**src/rtl/core/poly_note_gate_matcher_top_macros.svh**
```systemverilog
// Assertion helpers shared by the matcher modules.
`ifndef POLY_NOTE_GATE_MATCHER_TOP_MACROS_SVH
`define POLY_NOTE_GATE_MATCHER_TOP_MACROS_SVH

// Check a property on every clock edge outside reset.
`define PNGM_ASSERT(lbl, prop, msg) \
    lbl: assert property (@(posedge clk) disable iff (!rst_n) prop) else $error(msg);

// Check that a condition is followed by another one on the next edge.
`define PNGM_ASSERT_NEXT(lbl, pre, post, msg) \
    `PNGM_ASSERT(lbl, (pre) |=> (post), msg)

`endif

```
**src/rtl/core/pngm_pkg.sv**
```systemverilog
package pngm_pkg;

    localparam int NUM_CELLS_DEF    = 16;
    localparam int NUM_CHANNELS_DEF = 16;
    localparam int FIFO_DEPTH_DEF   = 4;
    localparam int LEARN_DEPTH      = 16;
    localparam int MAX_RESULTS      = 16;
    localparam int NOTE_BASE        = 36;
    localparam int NOTE_CENTER      = 60;
    localparam logic [3:0] FRAME_END_CH = 4'd15;

    localparam int IN_DATA_W  = 56;
    localparam int IN_USER_W  = 2;
    localparam int OUT_DATA_W = 16;
    localparam int CFG_IDX_W  = 2;
    localparam int CFG_DATA_W = 16;

    localparam logic [CFG_IDX_W-1:0] REG_LATCH_MASK     = 2'd0;
    localparam logic [CFG_IDX_W-1:0] REG_GATE_THRESHOLD = 2'd1;

    typedef enum logic [1:0] {
        OP_SAMPLE = 2'd0,
        OP_SET    = 2'd1,
        OP_ARM    = 2'd2,
        OP_NONE   = 2'd3
    } opcode_t;

    typedef enum logic [1:0] {
        CMD_SAMPLE,
        CMD_SET,
        CMD_ARM
    } cmd_kind_t;

    typedef enum logic [2:0] {
        B_IDLE,
        B_FRAME,
        B_LEARN,
        B_EMIT
    } back_state_t;

    typedef struct packed {
        cmd_kind_t          kind;
        logic               ch_ok;
        logic               gated;
        logic               eof;
        logic [3:0]         ch;
        logic signed [8:0]  note;
        logic [4:0]         cell_sel;
        logic               arm_ok;
        logic               seq;
    } cmd_t;

endpackage

```
**src/rtl/core/pngm_front.sv**
```systemverilog
module pngm_front #(
    parameter int NUM_CHANNELS = 16,
    parameter int NUM_CELLS    = 16
) (
    input  logic [pngm_pkg::IN_DATA_W-1:0] tdata,
    input  logic [pngm_pkg::IN_USER_W-1:0] tuser,
    input  logic signed [14:0]             gate_threshold,
    output pngm_pkg::cmd_t                 cmd,
    output logic                           keep
);
    import pngm_pkg::*;

    logic [3:0]         channel;
    logic               present;
    logic signed [15:0] pitch;
    logic signed [14:0] gate_level;
    logic signed [4:0]  cell_req;
    logic signed [7:0]  note_in;
    logic               seq_in;
    logic               cell_ok;
    logic [16:0]        mag;
    logic [16:0]        mag_rnd;
    logic [8:0]         steps;
    opcode_t            op;

    assign channel    = tdata[3:0];
    assign present    = tdata[4];
    assign pitch      = tdata[20:5];
    assign gate_level = tdata[35:21];
    assign cell_req   = tdata[40:36];
    assign note_in    = tdata[48:41];
    assign seq_in     = tdata[49];
    assign op         = opcode_t'(tuser);

    assign cell_ok = !cell_req[4] && ({27'd0, cell_req} < NUM_CELLS);

    // Round half away from zero: work on the magnitude, then reapply the sign.
    assign mag     = pitch[15] ? (17'd0 - {pitch[15], pitch}) : {1'b0, pitch};
    assign mag_rnd = mag + 17'd128;
    assign steps   = mag_rnd[16:8];

    always_comb
    begin
        cmd          = '0;
        cmd.kind     = CMD_SAMPLE;
        cmd.ch       = channel;
        cmd.ch_ok    = ({28'd0, channel} < NUM_CHANNELS);
        cmd.gated    = present && (gate_level >= gate_threshold);
        cmd.eof      = (channel == FRAME_END_CH);
        cmd.cell_sel = cell_req;
        cmd.arm_ok   = cell_ok;
        cmd.seq      = seq_in;
        keep         = 1'b0;
        case (op)
            OP_SAMPLE:
            begin
                cmd.note = pitch[15] ? (9'(NOTE_CENTER) - steps) : (9'(NOTE_CENTER) + steps);
                keep     = cmd.ch_ok || cmd.eof;
            end
            OP_SET:
            begin
                cmd.kind = CMD_SET;
                cmd.note = {note_in[7], note_in};
                keep     = cell_ok;
            end
            OP_ARM:
            begin
                cmd.kind = CMD_ARM;
                keep     = 1'b1;
            end
            default:
            begin
                keep = 1'b0;
            end
        endcase
    end

endmodule

```
**src/rtl/core/pngm_cmd_fifo.sv**
```systemverilog
`include "poly_note_gate_matcher_top_macros.svh"

module pngm_cmd_fifo #(
    parameter int DEPTH = 4
) (
    input  logic           clk,
    input  logic           rst_n,
    input  logic           push,
    input  pngm_pkg::cmd_t push_data,
    output logic           full,
    input  logic           pop,
    output pngm_pkg::cmd_t pop_data,
    output logic           empty
);
    import pngm_pkg::*;

    localparam int AW = (DEPTH > 1) ? $clog2(DEPTH) : 1;

    cmd_t          mem_reg [DEPTH];
    logic [AW-1:0] wr_ptr_reg;
    logic [AW-1:0] rd_ptr_reg;
    logic [AW:0]   count_reg;

    assign full     = (count_reg == (AW+1)'(DEPTH));
    assign empty    = (count_reg == '0);
    assign pop_data = mem_reg[rd_ptr_reg];

    always_ff @(posedge clk)
    begin
        if (push)
        begin
            mem_reg[wr_ptr_reg] <= push_data;
        end
    end

    always_ff @(posedge clk or negedge rst_n)
    begin
        if (!rst_n)
        begin
            wr_ptr_reg <= '0;
            rd_ptr_reg <= '0;
            count_reg  <= '0;
        end
        else
        begin
            if (push)
            begin
                wr_ptr_reg <= (wr_ptr_reg == AW'(DEPTH-1)) ? '0 : wr_ptr_reg + 1'b1;
            end
            if (pop)
            begin
                rd_ptr_reg <= (rd_ptr_reg == AW'(DEPTH-1)) ? '0 : rd_ptr_reg + 1'b1;
            end
            if (push && !pop)
            begin
                count_reg <= count_reg + 1'b1;
            end
            else if (pop && !push)
            begin
                count_reg <= count_reg - 1'b1;
            end
        end
    end

    `PNGM_ASSERT(a_no_pop_empty, !(pop && empty), "pop from empty command queue")
    `PNGM_ASSERT(a_no_push_full, !(push && full), "push into full command queue")
    `PNGM_ASSERT(a_count_bound, count_reg <= (AW+1)'(DEPTH), "command queue count overflow")

endmodule

```
**src/rtl/core/pngm_back.sv**
```systemverilog
`include "poly_note_gate_matcher_top_macros.svh"

module pngm_back #(
    parameter int NUM_CELLS    = 16,
    parameter int NUM_CHANNELS = 16
) (
    input  logic                            clk,
    input  logic                            rst_n,
    input  logic                            cmd_avail,
    input  pngm_pkg::cmd_t                  cmd,
    output logic                            cmd_pop,
    input  logic [15:0]                     latch_mask,
    output logic                            m_tvalid,
    input  logic                            m_tready,
    output logic [pngm_pkg::OUT_DATA_W-1:0] m_tdata,
    output logic                            m_tlast
);
    import pngm_pkg::*;

    localparam int CW   = (NUM_CELLS > 1) ? $clog2(NUM_CELLS) : 1;
    localparam int NOUT = (NUM_CELLS < MAX_RESULTS) ? NUM_CELLS : MAX_RESULTS;
    localparam int EW   = (NOUT > 1) ? $clog2(NOUT) : 1;

    back_state_t state_reg, state_next;

    logic signed [7:0] nt_reg  [NUM_CELLS];
    logic              lg_reg  [NUM_CELLS];
    logic              pm_reg  [NUM_CELLS];
    logic              fm_reg  [NUM_CELLS];
    logic [4:0]        fmc_reg [NUM_CELLS];
    logic              pcg_reg [NUM_CHANNELS];
    logic [7:0]        pend_reg [LEARN_DEPTH];
    logic [4:0]        cnt_reg;
    logic [3:0]        k_reg;
    logic              armed_v_reg;
    logic [CW-1:0]     armed_reg;
    logic              seq_reg;
    logic              res_g_reg  [NOUT];
    logic              res_m_reg  [NOUT];
    logic [4:0]        res_ch_reg [NOUT];
    logic [EW-1:0]     e_reg;
    logic              m_tvalid_reg;
    logic [OUT_DATA_W-1:0] m_tdata_reg;
    logic              m_tlast_reg;

    logic              asg_en;
    logic [CW-1:0]     asg_cell;
    logic signed [7:0] asg_note;
    logic              prev_gate;
    logic              out_load;
    logic              learn_done;
    logic              emit_done;
    logic [4:0]        armed_out;

    assign m_tvalid  = m_tvalid_reg;
    assign m_tdata   = m_tdata_reg;
    assign m_tlast   = m_tlast_reg;
    assign out_load  = (state_reg == B_EMIT) && (!m_tvalid_reg || m_tready);
    assign emit_done = out_load && (e_reg == EW'(NOUT-1));
    assign learn_done = ({1'b0, k_reg} == cnt_reg - 5'd1);
    assign armed_out = armed_v_reg ? 5'(armed_reg) : 5'h1f;

    always_comb
    begin
        prev_gate = 1'b0;
        for (int j = 0; j < NUM_CHANNELS; j++)
        begin
            if (5'(j) == {1'b0, cmd.ch})
            begin
                prev_gate = pcg_reg[j];
            end
        end
    end

    always_ff @(posedge clk or negedge rst_n)
    begin
        if (!rst_n)
        begin
            state_reg <= B_IDLE;
        end
        else
        begin
            state_reg <= state_next;
        end
    end

    always_comb
    begin
        state_next = state_reg;
        cmd_pop    = 1'b0;
        asg_en     = 1'b0;
        asg_cell   = cmd.cell_sel[CW-1:0];
        asg_note   = cmd.note[7:0];
        case (state_reg)
            B_IDLE:
            begin
                if (cmd_avail)
                begin
                    cmd_pop = 1'b1;
                    if (cmd.kind == CMD_SET)
                    begin
                        asg_en = 1'b1;
                    end
                    if (cmd.kind == CMD_SAMPLE && cmd.eof)
                    begin
                        state_next = B_FRAME;
                    end
                end
            end
            B_FRAME:
            begin
                state_next = (cnt_reg != 5'd0) ? B_LEARN : B_EMIT;
            end
            B_LEARN:
            begin
                asg_en   = armed_v_reg;
                asg_cell = armed_reg;
                asg_note = pend_reg[k_reg];
                if (learn_done)
                begin
                    state_next = B_EMIT;
                end
            end
            B_EMIT:
            begin
                if (emit_done)
                begin
                    state_next = B_IDLE;
                end
            end
            default:
            begin
                state_next = B_IDLE;
            end
        endcase
    end

    // Payload registers: results snapshot, learn queue and output beat.
    always_ff @(posedge clk)
    begin
        if (state_reg == B_IDLE && cmd_avail && cmd.kind == CMD_SAMPLE && cmd.ch_ok
            && cmd.gated && !prev_gate && armed_v_reg && cnt_reg < 5'(LEARN_DEPTH))
        begin
            pend_reg[cnt_reg[3:0]] <= cmd.note[7:0];
        end
        if (state_reg == B_FRAME)
        begin
            for (int i = 0; i < NOUT; i++)
            begin
                res_m_reg[i]  <= fm_reg[i];
                res_ch_reg[i] <= fmc_reg[i];
                if (latch_mask[i])
                begin
                    res_g_reg[i] <= (fm_reg[i] && !pm_reg[i]) ? !lg_reg[i] : lg_reg[i];
                end
                else
                begin
                    res_g_reg[i] <= fm_reg[i];
                end
            end
        end
        if (out_load)
        begin
            m_tdata_reg <= {armed_out, res_ch_reg[e_reg], res_m_reg[e_reg],
                            res_g_reg[e_reg], 4'(e_reg)};
            m_tlast_reg <= (e_reg == EW'(NOUT-1));
        end
    end

    always_ff @(posedge clk or negedge rst_n)
    begin
        if (!rst_n)
        begin
            for (int i = 0; i < NUM_CELLS; i++)
            begin
                nt_reg[i]  <= 8'(NOTE_BASE + i);
                lg_reg[i]  <= 1'b0;
                pm_reg[i]  <= 1'b0;
                fm_reg[i]  <= 1'b0;
                fmc_reg[i] <= 5'h1f;
            end
            for (int j = 0; j < NUM_CHANNELS; j++)
            begin
                pcg_reg[j] <= 1'b0;
            end
            cnt_reg      <= '0;
            k_reg        <= '0;
            armed_v_reg  <= 1'b0;
            armed_reg    <= '0;
            seq_reg      <= 1'b0;
            e_reg        <= '0;
            m_tvalid_reg <= 1'b0;
        end
        else
        begin
            if (state_reg == B_IDLE && cmd_avail)
            begin
                case (cmd.kind)
                    CMD_SAMPLE:
                    begin
                        if (cmd.ch_ok)
                        begin
                            if (cmd.gated)
                            begin
                                for (int i = 0; i < NUM_CELLS; i++)
                                begin
                                    if (!nt_reg[i][7] && {nt_reg[i][7], nt_reg[i]} == cmd.note)
                                    begin
                                        fm_reg[i]  <= 1'b1;
                                        fmc_reg[i] <= {1'b0, cmd.ch};
                                    end
                                end
                                if (!prev_gate && armed_v_reg && cnt_reg < 5'(LEARN_DEPTH))
                                begin
                                    cnt_reg <= cnt_reg + 5'd1;
                                end
                            end
                            for (int j = 0; j < NUM_CHANNELS; j++)
                            begin
                                if (5'(j) == {1'b0, cmd.ch})
                                begin
                                    pcg_reg[j] <= cmd.gated;
                                end
                            end
                        end
                    end
                    CMD_ARM:
                    begin
                        armed_v_reg <= cmd.arm_ok;
                        armed_reg   <= cmd.cell_sel[CW-1:0];
                        seq_reg     <= cmd.seq;
                    end
                    default:
                    begin
                    end
                endcase
            end

            if (state_reg == B_FRAME)
            begin
                k_reg <= '0;
                for (int i = 0; i < NUM_CELLS; i++)
                begin
                    if (i < MAX_RESULTS && latch_mask[i % MAX_RESULTS] && fm_reg[i] && !pm_reg[i])
                    begin
                        lg_reg[i] <= !lg_reg[i];
                    end
                    pm_reg[i]  <= fm_reg[i];
                    fm_reg[i]  <= 1'b0;
                    fmc_reg[i] <= 5'h1f;
                end
            end

            if (state_reg == B_LEARN)
            begin
                if (armed_v_reg)
                begin
                    if (seq_reg && armed_reg != CW'(NUM_CELLS-1))
                    begin
                        armed_reg <= armed_reg + 1'b1;
                    end
                    else
                    begin
                        armed_v_reg <= 1'b0;
                    end
                end
                if (learn_done)
                begin
                    cnt_reg <= '0;
                end
                else
                begin
                    k_reg <= k_reg + 4'd1;
                end
            end

            // Assign a note: drop the duplicate elsewhere, reset the cell's history.
            if (asg_en)
            begin
                for (int i = 0; i < NUM_CELLS; i++)
                begin
                    if (!asg_note[7] && nt_reg[i] == asg_note)
                    begin
                        nt_reg[i] <= 8'hff;
                    end
                    if (CW'(i) == asg_cell)
                    begin
                        nt_reg[i]  <= asg_note;
                        lg_reg[i]  <= 1'b0;
                        pm_reg[i]  <= 1'b0;
                        fm_reg[i]  <= 1'b0;
                        fmc_reg[i] <= 5'h1f;
                    end
                end
            end

            if (out_load)
            begin
                m_tvalid_reg <= 1'b1;
                e_reg        <= emit_done ? '0 : e_reg + 1'b1;
            end
            else if (m_tready)
            begin
                m_tvalid_reg <= 1'b0;
            end
        end
    end

    `PNGM_ASSERT(a_cnt_bound, cnt_reg <= 5'(LEARN_DEPTH), "learn queue count overflow")
    `PNGM_ASSERT(a_learn_nonempty, (state_reg == B_LEARN) |-> (cnt_reg != 5'd0), "learn pass with empty queue")
    `PNGM_ASSERT_NEXT(a_frame_clear, state_reg == B_FRAME, !fm_reg[0] && fmc_reg[0] == 5'h1f, "frame match not cleared after frame end")

endmodule

```
**src/rtl/core/poly_note_gate_matcher_top.sv**
```systemverilog
// Channel   Dir  Handshake                  Payload
// s_*       in   s_tvalid / s_tready        s_tdata, s_tuser (opcode)
// m_*       out  m_tvalid / m_tready        m_tdata, m_tlast (last result of frame)
// cfg_*     in   cfg_valid / cfg_ready      cfg_index, cfg_data
//
// The execution unit takes samples and commands from the queue one at a time; a frame end adds
// a snapshot state, a learn pass over the queued learned notes (0 to 16), then an emit pass
// over the results (up to 16), which holds while the output is stalled.
// A command queue of FIFO_DEPTH entries (4 by default) lets the input keep accepting while results drain.
// rst_n clears control and cell state asynchronously; payload registers are not reset; no clearing pass is needed.
// cfg_ready is always high.
module poly_note_gate_matcher_top #(
    parameter int NUM_CELLS    = pngm_pkg::NUM_CELLS_DEF,
    parameter int NUM_CHANNELS = pngm_pkg::NUM_CHANNELS_DEF,
    parameter int FIFO_DEPTH   = pngm_pkg::FIFO_DEPTH_DEF
) (
    input  logic                             clk,
    input  logic                             rst_n,
    input  logic                             s_tvalid,
    output logic                             s_tready,
    // channel[3:0] present[4] pitch[20:5] gate_level[35:21] cell_req[40:36]
    // note[48:41] sequential[49], zero fill above
    input  logic [pngm_pkg::IN_DATA_W-1:0]   s_tdata,
    // opcode[1:0]
    input  logic [pngm_pkg::IN_USER_W-1:0]   s_tuser,
    output logic                             m_tvalid,
    input  logic                             m_tready,
    // cell_index[3:0] gate_out[4] source_match[5] matched_channel[10:6] armed_cell[15:11]
    output logic [pngm_pkg::OUT_DATA_W-1:0]  m_tdata,
    output logic                             m_tlast,
    input  logic                             cfg_valid,
    output logic                             cfg_ready,
    input  logic [pngm_pkg::CFG_IDX_W-1:0]   cfg_index,
    input  logic [pngm_pkg::CFG_DATA_W-1:0]  cfg_data
);
    import pngm_pkg::*;

    logic [15:0]        latch_mask_reg;
    logic signed [14:0] gate_threshold_reg;
    cmd_t               front_cmd;
    cmd_t               queue_cmd;
    logic               keep;
    logic               full;
    logic               empty;
    logic               pop;

    assign cfg_ready = 1'b1;
    assign s_tready  = !full;

    always_ff @(posedge clk or negedge rst_n)
    begin
        if (!rst_n)
        begin
            latch_mask_reg     <= '0;
            gate_threshold_reg <= 15'sd1000;
        end
        else if (cfg_valid)
        begin
            case (cfg_index)
                REG_LATCH_MASK:     latch_mask_reg     <= cfg_data;
                REG_GATE_THRESHOLD: gate_threshold_reg <= cfg_data[14:0];
                default:
                begin
                end
            endcase
        end
    end

    pngm_front #(
        .NUM_CHANNELS (NUM_CHANNELS),
        .NUM_CELLS    (NUM_CELLS)
    ) u_front (
        .tdata          (s_tdata),
        .tuser          (s_tuser),
        .gate_threshold (gate_threshold_reg),
        .cmd            (front_cmd),
        .keep           (keep)
    );

    pngm_cmd_fifo #(
        .DEPTH (FIFO_DEPTH)
    ) u_queue (
        .clk       (clk),
        .rst_n     (rst_n),
        .push      (s_tvalid && !full && keep),
        .push_data (front_cmd),
        .full      (full),
        .pop       (pop),
        .pop_data  (queue_cmd),
        .empty     (empty)
    );

    pngm_back #(
        .NUM_CELLS    (NUM_CELLS),
        .NUM_CHANNELS (NUM_CHANNELS)
    ) u_back (
        .clk        (clk),
        .rst_n      (rst_n),
        .cmd_avail  (!empty),
        .cmd        (queue_cmd),
        .cmd_pop    (pop),
        .latch_mask (latch_mask_reg),
        .m_tvalid   (m_tvalid),
        .m_tready   (m_tready),
        .m_tdata    (m_tdata),
        .m_tlast    (m_tlast)
    );

endmodule
```
**config.mk**
```make
export PLATFORM = sky130hd
export DESIGN_NAME = poly_note_gate_matcher_top
export DESIGN_NICKNAME = d
export VERILOG_FILES = /design/src/rtl/core/pngm_pkg.sv /design/src/rtl/core/pngm_front.sv /design/src/rtl/core/pngm_cmd_fifo.sv /design/src/rtl/core/pngm_back.sv /design/src/rtl/core/poly_note_gate_matcher_top.sv
export VERILOG_INCLUDE_DIRS = /design/src /design/src/rtl/core
export SDC_FILE = /design/constraint.sdc
export NUM_CORES = 1
export LEC_CHECK = 0
export BUFFER_PORTS_ARGS = -buffer_cell sky130_fd_sc_hd__buf_2
export CORE_MARGIN = 2
export CORE_UTILIZATION = 48
export DETAILED_ROUTE_END_ITERATION = 12
export SLEW_MARGIN = 20
export SYNTH_ARGS = -nofsm -noshare
export SYNTH_HDL_FRONTEND = slang
export SYNTH_SLANG_ARGS = --single-unit
```
**constraint.sdc**
```tcl
create_clock -name clk -period 13.3 [get_ports clk]
set_input_delay 2.66 -clock clk [delete_from_list [all_inputs] [get_ports clk]]
set_output_delay 2.66 -clock clk [all_outputs]
set_load 0.02 [all_outputs]
```
* Word-level counts from Yosys, hierarchy flattened
Memories as Yosys holds them, arrays and structs flattened. A register that Yosys moved wholly into a read port is not among the register bits.
Index checks and enable logic that the tools add are counted.
** Operators by class
- Bitwise operators :: 16
- Muxes and demuxes :: 356
- Reductions and logical operators :: 219
- Add/sub/neg operators :: 13
- Eq/ne operators :: 81
- Magnitude comparators :: 3
** Operators with widths (count)
- $mux W80 :: 6
- $mux W8 :: 33
- $mux W1 :: 242
- $mux W5 :: 40
- $mux W16 :: 10
- $eq A9 B9 Y1 :: 16
- $eq A8 B8 Y1 :: 16
- $logic_and A1 B1 Y1 :: 98
- $reduce_and A4 Y1 :: 17
- $eq A4 B4 Y1 const A :: 16
- $logic_not A1 Y1 :: 56
- $mux W4 :: 10
- $reduce_and A2 Y1 :: 19
- $reduce_bool A2 Y1 :: 18
- $eq A3 B4 Y1 const A :: 8
- $mux W3 :: 6
- $pmux W9 S2 :: 1
- $add A17 B8 Y17 const B :: 1
- $mux W17 :: 1
- $sub A1 B16 Y17 const A :: 1
- $eq A2 B4 Y1 const A :: 4
- $or A1 B1 Y1 :: 16
- $ge A15 B15 Y1 :: 1
- $add A4 B1 Y4 const B :: 3
- 31 further kinds :: 49
** Word-level totals
- Output and inout port bits :: 20
- Memory bits (writable) :: 336
- Register bits :: 350
- Memories kept :: 5
** Memories
- u_back.pend_reg :: depth 16, bits a word 8, read ports 1, clocked after memory_dff 0, wr ports 1, RTL line pngm_back.sv:32 : logic [7:0] pend_reg [LEARN_DEPTH];
- u_queue.mem_reg :: depth 4, bits a word 24, read ports 1, clocked after memory_dff 0, wr ports 1, RTL line pngm_cmd_fifo.sv:19 : cmd_t mem_reg [DEPTH];
- u_back.res_ch_reg :: depth 16, bits a word 5, read ports 1, clocked after memory_dff 1, wr ports 16, RTL line pngm_back.sv:40 : logic [4:0] res_ch_reg [NOUT];
- u_back.res_g_reg :: depth 16, bits a word 1, read ports 1, clocked after memory_dff 1, wr ports 16, RTL line pngm_back.sv:38 : logic res_g_reg [NOUT];
- u_back.res_m_reg :: depth 16, bits a word 1, read ports 1, clocked after memory_dff 1, wr ports 16, RTL line pngm_back.sv:39 : logic res_m_reg [NOUT];

* Logic depth before layout (Yosys ltp)
An unclocked memory read counts as a cell.
- Depth after elaboration :: 28
- Gate-level depth with buffers :: 17

* By module
A second synthesis with hierarchy kept.
** Second synthesis, totals
- Cell total of the unflattened synthesis :: 2596
- Area total of the unflattened synthesis :: 33229.4 um^2
** By module, submodules not included
- pngm_back :: seq. area each 15239.6 um^2, cells an instance 2152, area an instance 26484.2 um^2, times used 1
- pngm_cmd_fifo :: seq. area each 3178.0 um^2, cells an instance 168, area an instance 4070.2 um^2, times used 1
- pngm_front :: seq. area each 0.0 um^2, cells an instance 205, area an instance 1462.7 um^2, times used 1
- poly_note_gate_matcher_top :: seq. area each 783.3 um^2, cells an instance 71, area an instance 1212.4 um^2, times used 1

* Least setup slack after synthesis
Ideal clock, no wire load.
- Kind :: input -> register
- Start point :: input port s_tdata[12] (netlist bit)
- End point :: memory u_queue.mem_reg[0][13] (netlist bit), data pin
- Path buffers :: 1
- Setup slack :: 7176 ps
- Required time :: 13028 ps
- Stages on the path :: 15
- Arrival time :: 5853 ps
- Cells stage by stage :: clkbuf_1 or4_1 or2_1 nand2_1 xnor2_1 ha_1 a21oi_1 o22ai_1 o211ai_1 xnor2_1 inv_1 ha_1 o22ai_1 or4_1 o311ai_0
** RTL lines
- from (decl) :: RTL line poly_note_gate_matcher_top.sv:23 : input logic [pngm_pkg::IN_DATA_W-1:0] s_tdata,
- to (decl) :: RTL line pngm_cmd_fifo.sv:19

==> out/results.txt <==
outcome - completed
sequential power share - 33.1%
Synth Area in Compound Gates - 11.8%
Power Total - 9.44 mW
LEAKAGE - 14.1 nW
CTS clk-pin slew, worst paths - 0.06 ns
skew final - 0.0305 ns
number of synthesized flops with an enable pin - 349
synthesis-to-layout area growth - 11.6%
count of cell types in the netlist - 108
Tightest Pin Transition - 1.22 ns
final setup violation count - 0
vias in the first global route - 24.4k
Pwr Density - 243 nW/um2
Logic pwr share - 44.1%
Tcrit/Tclk final - 47.6%
number of synthesized register bits - 681
H-tree levels - 3
Hold Crit Class - reg2reg
Async S/R FF share, synth - 48.8%
FP Rows - 98
post-synthesis adder-cell area fraction - 1.42%
Die ar. - 74600 um2
Core Box Area - 71600 um2
ratio of cells with drive above 1 in the final layout - 19.5%
DRT iter0 DRCs - 2480
ANT cells - 0
TritonCTS buffer count - 76
Die Wd - 273 um
initial core utilization - 48.6%
via count - 24.6k
Syn Inst Count - 2911
Period minus WS final - 6.33 ns
average size of a mapped cell - 11.9 um2
Skew-Pair Late Insertion Delay - 0.64 ns
max-cap viol count - 0
Int Pwr - 5.47 mW
RSZ-0062 raised after global routing - false
routed len/inst - 25.3 um
Critical Path End Type - register
largest net degree at the start of global routing - 89
Worst Path Max Fanout - 7
Arr. time, crit path - 6.62 ns
Clk pwr share - 22.8%
PortBufs - 93
Final Wtd Congestion - 0.883
Fin. Hold Viols - 0
ys flop type - edfxtp_1
post-CTS setup buffer count - 0
root buffer cell - clkbuf_16
worst setup path class - in2reg
mapped cell area - 34800 um2
post-detail-place hpwl - 65500 um
Critical Path RT - 13.58 ns
Congestion Overflow GR - 0
Startpoint Class - input pin
final non-filler cell total - 3996
antenna-violating nets left - 0
Max Clk Rate - 158 MHz
Routed WL - 101000 um
Setup TNS Final - 0 ns
CTS Hold Buffers Added - 0
Max clock buf depth - 3
placed insts - 3856
reg-to-reg slack, setup - 8.52 ns
Worst slew margin - 18.6%
Total GRT Usage - 27.0%
CTS tree - yes
DR vias/cell - 6.16
sequential cell area fraction in the yosys report - 54.5%
Mapped Nets - 3031
largest family of logic cells by synthesized area - simple AND/OR/NAND/NOR gates
Net Switching - 3.97 mW
final net count - 3104
chip height - 273 um
sw frac - 42.1%
most frequent cells in the layout - edfxtp_1, nand2_1, dfrtp_1
drt drc - 0
first-pass GRT wire length - 152000 um
num ports - 101
initial antenna violation count - 2
mux cell area share after synthesis - 9.73%
commonest non-fill, non-tap cell in the layout - edfxtp_1
Synth warnings - 0
final worst slack - 6.97 ns
Max VDD drop - 0.138 mV
cts repair resizes - 0
first-pass detailed-route iteration total - 5
max-slew violations - 0
pre-CTS WS - 6.34 ns
CTS Sinks - 681
XOR/XNOR share of the synthesized area - 7.38%
Simple-Gate Fraction of Synth Area - 12.0%
[logic make-up (layout without fill, tap and decap cells)]
logic type | Yosys count | after routing
buf+inv | 250 | 385
flops | 681 | 681
mux | 272 | 272
xor+xnor | 293 | 293
compound gates | 553 | 553
simple gates | 822 | 822
other cells | 1 | 1
fa+ha+maj | 39 | 39
[metrics by stage]
step                hold slack, ns  area [um2]  util, %
finish                       0.481       38800     54.2
CTS                          0.486       38800     54.2
global placement             0.462       36200     50.6
floorplan                    0.443       34800        -
detailed placement           0.474       36200     50.6
global route                 0.500       38800     54.2
[layer usage]
| layer | global-route usage (%) | wire, um | part of all wire (%) |
|---|---|---|---|
| met2 | 44.3 | 47800 | 47 |
| met4 | 10.6 | 4290 | 4.2 |
| met5 | 0 | 0 | 0 |
| met3 | 4.87 | 7160 | 7.1 |
| met1 | 35.5 | 41700 | 41 |
[path summary, 6_finish.rpt]
kind / end / startpoint / cells after the start
min in group asynchronous: latch_mask_reg[7] / rst_n / 1
max in group asynchronous: u_back.k_reg[0] / rst_n / 3
max: u_queue.mem_reg[3][13] / s_tdata[11] / 15
min: u_back.pcg_reg[2] / u_back.pcg_reg[2] / 2
max reg2reg: u_back.nt_reg[3] / u_back.k_reg[0] / 9
min reg2reg: u_back.pcg_reg[2] / u_back.pcg_reg[2] / 2
[power by group through the flow]
stage / clock network [mW] / logic (mW) / registers (mW)
after floorplan: 0 / 2.80 / 3.05
after global placement: 0 / 3.99 / 3.13
after detailed placement: 0 / 4.08 / 3.15
after CTS: 2.19 / 4.09 / 3.12
after global routing: 2.28 / 4.40 / 3.17
final: 2.15 / 4.16 / 3.13
[synthesized netlist by cell type (all sizes together), types with 14 or more instances]
master / count / area, um2
a211o: 20 / 175
a211oi: 16 / 130
a21oi: 51 / 255
a221oi: 19 / 166
a22oi: 40 / 319
a2bb2oi: 23 / 201
a31oi: 17 / 106
and2: 26 / 163
buf: 67 / 404
clkbuf: 96 / 360
dfrtp: 194 / 4850
dfstp: 138 / 3630
edfxtp: 349 / 10500
ha: 38 / 475
inv: 87 / 327
mux2: 77 / 875
mux2i: 153 / 1560
mux4: 42 / 953
nand2: 260 / 1000
nand2b: 15 / 93.8
nand3: 37 / 185
nand4: 37 / 231
nand4b: 22 / 193
nor2: 173 / 652
nor2b: 25 / 156
nor3: 89 / 483
nor4: 36 / 277
o211ai: 50 / 385
o21a: 23 / 173
o21ai: 107 / 547
o221ai: 26 / 228
o22ai: 16 / 119
o311ai: 17 / 149
o31a: 16 / 140
or2: 14 / 87.6
or3: 45 / 282
xnor2: 167 / 1460
xor2: 126 / 1100
[cell type report]
| class | instances | area, um2 |
|---|---|---|
| fill | 6139 | 32800 |
| timing repair buffer | 158 | 963 |
| clock buffer | 109 | 2180 |
| multi-input combinational | 1980 | 14800 |
| tap | 950 | 1190 |
| sequential | 681 | 19000 |
| inverter | 87 | 327 |
| clock inverter | 31 | 414 |
[critical path: stages]
cell,delay (ns)
buf_2,0.10
or4_1,0.65
or2_1,0.34
nand2_1,0.10
xnor2_1,0.12
ha_1,0.31
a21oi_1,0.10
o22ai_1,0.17
o211ai_1,0.12
xnor2_1,0.24
inv_1,0.16
ha_1,0.19
o22ai_1,0.08
or4_1,0.45
o311ai_0,0.82
Power figures use the tool's default switching activity.
